## src/rtl/core/jsu_pkg.sv

```systemverilog
// Shared constants and types of the Jacobi symbol unit.
package jsu_pkg;

	localparam int unsigned DEFAULT_OPERAND_WIDTH = 64;
	localparam int unsigned PORT_WIDTH            = 64;

	localparam logic [1:0] SYM_ZERO = 2'b00;
	localparam logic [1:0] SYM_POS  = 2'b01;
	localparam logic [1:0] SYM_NEG  = 2'b11;

	typedef enum logic [2:0] {
		ST_IDLE   = 3'b001,
		ST_RUN    = 3'b010,
		ST_FINISH = 3'b100
	} state_t;

	typedef struct packed {
		logic a_zero;
		logic a_odd;
		logic borrow;
		logic b_one;
		logic flip_shift;
		logic flip_swap;
	} alu_status_t;

endpackage

```

## src/rtl/core/jsu_alu.sv

```systemverilog
// Shared subtract/compare unit of the Jacobi symbol unit, with sign-flip tests.
module jsu_alu #(
	parameter int unsigned OPERAND_WIDTH = jsu_pkg::DEFAULT_OPERAND_WIDTH
) (
	input  logic [OPERAND_WIDTH-1:0] a,
	input  logic [OPERAND_WIDTH-1:0] b,
	output logic [OPERAND_WIDTH-1:0] diff,
	output jsu_pkg::alu_status_t     status
);

	logic [OPERAND_WIDTH:0] sub;

	// One wide subtract serves as both difference and a < b compare.
	assign sub  = {1'b0, a} - {1'b0, b};
	assign diff = sub[OPERAND_WIDTH-1:0];

	always_comb begin
		status.a_zero     = (a == '0);
		status.a_odd      = a[0];
		status.borrow     = sub[OPERAND_WIDTH];
		status.b_one      = (b == {{(OPERAND_WIDTH-1){1'b0}}, 1'b1});
		// b mod 8 is 3 or 5
		status.flip_shift = b[1] ^ b[2];
		// both operands 3 mod 4
		status.flip_swap  = a[1] & a[0] & b[1] & b[0];
	end

endmodule

```

## src/rtl/core/jacobi_symbol_unit.sv

```systemverilog
// Top level of the Jacobi symbol unit: sequencer, operand registers and output word.
//
// Computes the Jacobi symbol (a/b) of a signed operand a over an odd modulus b.
// Input channel: in_valid/in_ready carry one word of value_a (two's complement)
// and modulus_b (unsigned); only the low OPERAND_WIDTH bits of each are used.
// Output channel: out_valid/out_ready carry one word of symbol (-1, 0 or 1 as a
// two's complement 2-bit value) and invalid_modulus for every input word.
// A zero or even modulus gives symbol 0 with invalid_modulus set and skips the
// run steps. Otherwise the binary algorithm runs on one shared subtractor:
// each cycle either halves an even a, swaps a and b when a < b, or replaces a
// by a - b, until a reaches zero. The number of steps is data dependent, and one
// word is in work at a time; in_ready is high only while the sequencer is idle.
// The finished result goes into an output register; the sequencer can take the
// next word while that result still waits. If the receiver stalls and the
// output register is still full when the next result is ready, the sequencer
// holds in its finish state until the old word is taken.
// Reset (arst_n low, asynchronous) empties the output register and returns the
// sequencer to idle; no other state survives between words.
module jacobi_symbol_unit #(
	parameter int unsigned OPERAND_WIDTH = jsu_pkg::DEFAULT_OPERAND_WIDTH
) (
	input  logic                              clk,
	input  logic                              arst_n,
	input  logic                              in_valid,
	output logic                              in_ready,
	input  logic signed [jsu_pkg::PORT_WIDTH-1:0] value_a,
	input  logic [jsu_pkg::PORT_WIDTH-1:0]    modulus_b,
	output logic                              out_valid,
	input  logic                              out_ready,
	output logic signed [1:0]                 symbol,
	output logic                              invalid_modulus
);

	jsu_pkg::state_t state_q;

	logic [OPERAND_WIDTH-1:0] a_q;
	logic [OPERAND_WIDTH-1:0] b_q;
	logic                     neg_q;     // accumulated sign is negative
	logic                     inv_q;     // modulus rejected
	logic                     out_valid_q;
	logic [1:0]               symbol_q;
	logic                     invalid_q;

	logic [OPERAND_WIDTH-1:0] a_raw;
	logic [OPERAND_WIDTH-1:0] b_raw;
	logic [OPERAND_WIDTH-1:0] a_mag;
	logic                     a_neg;
	logic                     load_neg;
	logic [OPERAND_WIDTH-1:0] diff;
	jsu_pkg::alu_status_t     status;
	logic                     accept;
	logic                     out_free;
	logic [1:0]               result_sym;

	assign a_raw    = value_a[OPERAND_WIDTH-1:0];
	assign b_raw    = modulus_b[OPERAND_WIDTH-1:0];
	assign a_neg    = a_raw[OPERAND_WIDTH-1];
	assign a_mag    = a_neg ? (~a_raw + {{(OPERAND_WIDTH-1){1'b0}}, 1'b1}) : a_raw;
	// negative a flips the sign when b mod 4 is 3
	assign load_neg = a_neg & b_raw[1] & b_raw[0];

	assign in_ready = (state_q == jsu_pkg::ST_IDLE);
	assign accept   = in_valid & in_ready;
	assign out_free = ~out_valid_q | out_ready;

	jsu_alu #(
		.OPERAND_WIDTH(OPERAND_WIDTH)
	) u_alu (
		.a     (a_q),
		.b     (b_q),
		.diff  (diff),
		.status(status)
	);

	// b ended at 1: the symbol is the accumulated sign, else 0
	always_comb begin
		if (inv_q || !status.b_one) begin
			result_sym = jsu_pkg::SYM_ZERO;
		end else if (neg_q) begin
			result_sym = jsu_pkg::SYM_NEG;
		end else begin
			result_sym = jsu_pkg::SYM_POS;
		end
	end

	// Sequencer: one shared subtract per cycle until a reaches zero.
	always_ff @(posedge clk or negedge arst_n) begin
		if (!arst_n) begin
			state_q <= jsu_pkg::ST_IDLE;
		end else begin
			unique case (state_q)
				jsu_pkg::ST_IDLE: begin
					if (accept) begin
						// reject a zero or even modulus at once
						state_q <= b_raw[0] ? jsu_pkg::ST_RUN : jsu_pkg::ST_FINISH;
					end
				end
				jsu_pkg::ST_RUN: begin
					if (status.a_zero) begin
						state_q <= jsu_pkg::ST_FINISH;
					end
				end
				jsu_pkg::ST_FINISH: begin
					if (out_free) begin
						state_q <= jsu_pkg::ST_IDLE;
					end
				end
				default: begin
					state_q <= jsu_pkg::ST_IDLE;
				end
			endcase
		end
	end

	// Operand registers: load, then halve, swap or subtract.
	always_ff @(posedge clk) begin
		if (accept) begin
			a_q   <= a_mag;
			b_q   <= b_raw;
			neg_q <= load_neg;
			inv_q <= ~b_raw[0];
		end else if (state_q == jsu_pkg::ST_RUN && !status.a_zero) begin
			if (!status.a_odd) begin
				// strip a factor of two
				a_q   <= a_q >> 1;
				neg_q <= neg_q ^ status.flip_shift;
			end else if (status.borrow) begin
				// a < b: swap by reciprocity
				a_q   <= b_q;
				b_q   <= a_q;
				neg_q <= neg_q ^ status.flip_swap;
			end else begin
				a_q <= diff;
			end
		end
	end

	// Output register: holds the word until the receiver takes it.
	always_ff @(posedge clk or negedge arst_n) begin
		if (!arst_n) begin
			out_valid_q <= 1'b0;
		end else if (state_q == jsu_pkg::ST_FINISH && out_free) begin
			out_valid_q <= 1'b1;
		end else if (out_ready) begin
			out_valid_q <= 1'b0;
		end
	end

	always_ff @(posedge clk) begin
		if (state_q == jsu_pkg::ST_FINISH && out_free) begin
			symbol_q  <= result_sym;
			invalid_q <= inv_q;
		end
	end

	assign out_valid       = out_valid_q;
	assign symbol          = symbol_q;
	assign invalid_modulus = invalid_q;

endmodule
```

## config.mk

```make
export PLATFORM = sky130hd
export DESIGN_NAME = jacobi_symbol_unit
export DESIGN_NICKNAME = d
export VERILOG_FILES = /design/src/rtl/core/jsu_pkg.sv /design/src/rtl/core/jsu_alu.sv /design/src/rtl/core/jacobi_symbol_unit.sv
export SDC_FILE = /design/constraint.sdc
export NUM_CORES = 1
export LEC_CHECK = 0
export BUFFER_PORTS_ARGS = -buffer_cell sky130_fd_sc_hd__buf_2
export CORE_ASPECT_RATIO = 1.75
export CORE_MARGIN = 4
export CORE_UTILIZATION = 53
export DETAILED_ROUTE_END_ITERATION = 12
export PLACE_DENSITY = 0.84
export SETUP_SLACK_MARGIN = 0.3
export SYNTH_ARGS = -nofsm -noshare
export SYNTH_HDL_FRONTEND = slang
export SYNTH_HIERARCHICAL = 1
export SYNTH_SLANG_ARGS = --single-unit
```

## constraint.sdc

```tcl
create_clock -name clk -period 15 [get_ports clk]
set_input_delay 3.75 -clock clk [delete_from_list [all_inputs] [get_ports clk]]
set_output_delay 3.75 -clock clk [all_outputs]
set_load 0.01 [all_outputs]
```

### Word-level counts from Yosys, hierarchy flattened

Index checks and enable logic that the tools add are counted.
Widths: inputs -> output; s select.

* bits in registers: 137
* bits in latches: 0
* bits in writable memories: 0
* ROM bits: 0
* output and inout port bits: 5
* word-level logic and storage cells: 65
* memories: 0

* add/sub/neg operators: 2
* $mul: 0
* divide/modulo/power cells: 0
* magnitude comparators: 0
* eq/ne operators: 8
* shifts and indexed selects: 0
* mux-type cells: 21
* bitwise gates (word level): 13
* reductions and logical operators: 13

Operator list (number)
* $mux 64: 9
* $sub 64x64->65: 1
* $add 64x1->64 const B: 1
* $eq 64x1->1 const B: 1
* $logic_not 64->1: 1
* $not 64->64: 1
* $mux 3: 4
* $pmux 3 s3: 1
* $reduce_bool 2->1: 4
* $and 1x1->1: 6
* $mux 1: 6
* $reduce_and 3->1: 2
* $ne 2x2->1 const B: 2
* $eq 3x1->1 const B: 1
* $eq 3x2->1 const B: 1
* $eq 3x3->1 const B: 1
* $ne 3x1->1 const B: 1
* $xor 1x1->1: 3
* $logic_and 1x1->1: 2
* $logic_not 1->1: 2
* $mux 2: 1
* $ne 2x1->1 const B: 1
* $not 1->1: 2
* $reduce_and 2->1: 1
* 2 further kinds: 2

### Depth between registers and ports, before layout

* depth in word-level cells: 8
* gate-level depth with buffers: 19

### Cells and area by module

Netlist, hierarchy kept.

By module, submodules not included
* jacobi_symbol_unit: instances 1, cells each 887, area each 8460.6 µm²
* jsu_alu: instances 1, cells each 679, area each 4388.0 µm²

### Worst setup path after synthesis

No wires, ideal clock.

* kind: flip-flop to flip-flop
* start point: reg a_q[0]
* end point: reg b_q[0], enable pin
* library setup time: 574 ps
* data arrival time: 8273 ps
* required time: 14426 ps
* setup slack: 6153 ps
* stages on the path, launching flop included: 18
* path through: edfxtp_1 > inv_1 > ha_1 > fa_1 > nand2b_1 > a21oi_1 > o31a_1 > a221o_1 > a211oi_1 > o21ai_1 > a311o_1 > o22ai_2 > o21a_1 > clkbuf_1 > clkbuf_1 > clkbuf_1 > nand2_1 > o21ai_0

RTL lines
* start, declared: RTL line jacobi_symbol_unit.sv:36 `logic [OPERAND_WIDTH-1:0] a_q;`
* start signal, assigned: RTL line jacobi_symbol_unit.sv:118 `a_q <= a_mag;`
* start signal, assigned: RTL line jacobi_symbol_unit.sv:125 `a_q <= a_q >> 1;`
* start signal, assigned: RTL line jacobi_symbol_unit.sv:129 `a_q <= b_q;`
* end signal, assigned: RTL line jacobi_symbol_unit.sv:119 `b_q <= b_raw;`
* end signal, assigned: RTL line jacobi_symbol_unit.sv:130 `b_q <= a_q;`
* end, declared: RTL line jacobi_symbol_unit.sv:37 `logic [OPERAND_WIDTH-1:0] b_q;`

### Worst setup path in the final report

* start point: in value_a[2] (netlist bit)
* end point: reg a_q[59] (data pin)

* longest elaborated chain between the ends: 4

RTL lines
* start, declared: RTL line jacobi_symbol_unit.sv:26 `input logic signed [jsu_pkg::PORT_WIDTH-1:0] value_a,`
* $not 64->64: RTL line jacobi_symbol_unit.sv:58 `assign a_mag = a_neg ? (~a_raw + {{(OPERAND_WIDTH-1){1'b0}}, 1'b1}) : a_raw;`
* $add 64x1->64: RTL line jacobi_symbol_unit.sv:58
* $mux 64: RTL line jacobi_symbol_unit.sv:58
* $mux 64: RTL line jacobi_symbol_unit.sv:117 `if (accept) begin`

Every way passes these cells.
A chain may end at the register's enable or synchronous reset.

==> qor.txt <==
Run status: finished clean
H-tree levels: 4
Layout Nets: 1839
Syn_nets: 1764
Setup slack, reg-to-reg: 8.85 ns
1st-iter DRT viols: 1063
Total gr overflow: 0
Worst-path clk slew: 0.06 ns
I/O pin count: 137
Fill count: 2144
DIE AREA: 26900 µm²
Hold_ws: 0.448 ns
CTS tree: built
Synth Warn #: 6
Pre-CTS setup slack: 8.40 ns
Setup bufs post-CTS: 0
Die Span Y: 214 µm
Final WL: 42200 µm
PwrDens: 281 nW/µm²
Cell variety after synth: 77
Clock Path Buffers: 2
Critical Path AT: 6.35 ns
Ys async rst share: 0.0292
Multi-input logic area: 8120 µm²
Register area share after synthesis: 0.319
First-pass GRT wire length: 64300 µm
Critical Path Start Type: input pin
Layout area overhead: 11.0%
Worst ir drop on vdd: 0.000131 V
Cell count after placement: 1930
Initial antenna violation count: 0
Post-CTS resize count: 0
FF-to-FF Start: a_q[0]$_DFFE_PP_
CTS sink cnt: 137
Die span in x: 126 µm
Storage cell area: 4100 µm²
Crit path max fanout: 15
Post-synth EDFFs: 133
Yosys reg bits: 137
Slew @ Worst Pin: 1.07 ns
Critical path endpoint: a_q[59]$_DFFE_PP_
Final Skew: 0.0123 ns
Worst EP required: 15.17 ns
Routed length per instance: 21.5 µm
Fmax: 162 MHz
Root buffer cell: clkbuf_16
Antenna Nets Post-Route: 0
R2R cell count: 18
Worst skew pair latency: 0.46 ns
Final min period: 6.18 ns
Setup TNS: 0 ns
Hpwl dp: 32300 µm
Largest net degree at the start of global routing: 113
All-Layer GR Usage: 0.304
Syn Inst Count: 1566
Drt via density: 6.41
Max Cap Violations: 0
Worst R2R End: a_q[37]$_DFFE_PP_
TritonCTS Buffers: 17
Tot Pwr: 4.02 mW
Max Slew Vio Count: 0
Port Buf Inserts: 136
Worst min path class: reg -> reg
Core area: 23900 µm²
Proportion of layout cells with a drive suffix above 1: 0.125
Final Cycle Share: 0.412
Final Instance Count excl. Fillers: 1962
GPL Wtd Cong: 1.08
Crit. End Element: flop
Worst Setup Path Type: in -> reg
Main flop type after synthesis: edfxtp_1
Ant diodes: 0
RSZ-0062 raised after global routing: false
Final setup fails: 0
Number of global-route vias before repair: 12200
DRT Pass-1 Iters: 8
# DRC: 0
Leakage: 6.20 nW
CP startpoint: value_a[2]
Count of final hold-check violations: 0
Worst Slack Setup Final: 8.82 ns
Mean post-synth cell area: 8.20 µm²
Rows: 75
Max-slew headroom: 0.284
Post-Synthesis Cell Area: 12800 µm²
Cts hold-fix bufs: 0
Starting Density: 0.537
Vias: 12600
stage by stage:
stage,util,area (µm²)
CTS,0.596,14300
floorplan,-,12800
global route,0.596,14300
finish,0.596,14300
detailed placement,0.571,13700
global placement,0.571,13700
critical path, cell delays in order:
cell and delay, ns:
buf_2 0.12, or4_1 0.66, nor4_2 0.36, nand4_2 0.56, o41ai_1 0.60, xor2_1 0.20
o21ai_1 0.08
kinds of logic (layout without fill, tap and decap cells):
group	count (synthesis)	count (layout)	share of synthesized area
muxes	67	67	0.0524
buffers and inverters	172	260	0.0517
xor gates and xnor gates	118	118	0.0804
adders and majority gates	66	66	0.0649
DFF	137	137	0.319
and+or+nand+nor	588	588	0.217
AOI/OAI and AO/OA	418	418	0.215
metal layers:
metal | vias up | share of wire | track usage
li1 | 5903 | - | -
met1 | 5834 | 0.35 | 0.312
met2 | 659 | 0.50 | 0.529
met3 | 189 | 0.069 | 0.0616
met4 | 0 | 0.086 | 0.240
met5 | - | 0 | 0
power by group:
part | internal (mW) | switching [mW]
logic | 1.02 | 1.59
clock network | 0.275 | 0.175
registers | 0.725 | 0.236
total | 2.02 | 2.00
registers in the layout (all words and copies together), names as in the netlist:
name             cells
a_q                 64
b_q                 64
inv_q                1
invalid_modulus      1
neg_q                1
out_valid            1
state_q              3
symbol               2
worst min path at each step:
stage	to	slack, ns	from	cells after the start
2_1_floorplan	invalid_modulus$_DFFE_PP_	0.43	inv_q$_DFFE_PP_	0
3_3_place_gp	invalid_modulus$_DFFE_PP_	0.44	inv_q$_DFFE_PP_	0
3_5_place_dp	invalid_modulus$_DFFE_PP_	0.43	inv_q$_DFFE_PP_	0
4_1_cts	invalid_modulus$_DFFE_PP_	0.45	inv_q$_DFFE_PP_	0
5_1_grt	invalid_modulus$_DFFE_PP_	0.47	inv_q$_DFFE_PP_	0
6_report	invalid_modulus$_DFFE_PP_	0.45	inv_q$_DFFE_PP_	0
placed cells by master (no fill, tap or decap), types with 5 or more instances in the layout:
cell type / count
and2_1: 5
nor2_1: 50
nor3_1: 23
o21a_1: 8
o211ai_1: 69
nand3_1: 20
ha_1: 65
o21ai_0: 100
o21bai_1: 16
or4_1: 9
inv_1: 82
or3_1: 20
clkbuf_16: 17
o21ai_1: 17
buf_4: 9
o41ai_1: 14
a21o_1: 40
or2_2: 7
nor4_1: 43
nor2b_1: 14
nand4_1: 28
and3_1: 7
edfxtp_1: 133
o31ai_1: 23
clkinv_1: 5
a21oi_1: 76
nand2_1: 327
mux2i_1: 65
xnor2_1: 34
xor2_1: 84
a31oi_1: 8
buf_2: 136
nand2b_1: 11
synthesized netlist by cell type, types with 3 or more instances:
cell type  instances  area, µm²
nor2_1            50        188
xnor2_1           34        298
o211ai_1          69        518
a211oi_1           3       22.5
o41ai_2            4       65.1
a41oi_1            3       26.3
o31ai_1           23        173
or3_1             20        125
or2_2              7       43.8
or4_1              9       67.6
buf_1              6       22.5
nor4_1            43        269
nand4_1           28        175
ha_1              65        813
a21o_1            40        300
and3_1             7       43.8
nand3_1           20        100
mux2i_1           65        651
nand2_1          329       1230
a221oi_1           4       35.0
o21ai_0          101        505
and2_1             5       31.3
o211a_1            3       30.0
a311oi_1           4       35.0
nor4b_1            3       26.3
nand2b_1          11       68.8
edfxtp_1         133       3990
a21oi_1           76        380
xor2_1            84        736
o41ai_1           14        123
o22ai_1            3       18.8
o21bai_1          16        120
nor2b_1           14       87.6
dfrtp_1            3       75.1
clkbuf_1          80        300
nor3_1            23        115
inv_1             82        308
a221o_1            4       40.0
o21ai_1           17       85.1
a31oi_1            8       50.1
o21a_1             9       67.6
final cells by class:
cell class,instances,share of cell area
Timing Repair Buffer,145,0.0524
Clock inverter,15,0.0128
Multi-Input combinational cell,1257,0.569
Tap cell,308,0.0270
Inverter,83,0.0218
Sequential cell,137,0.287
Clock buffer,17,0.0298
Power figures use the tool's default switching activity.
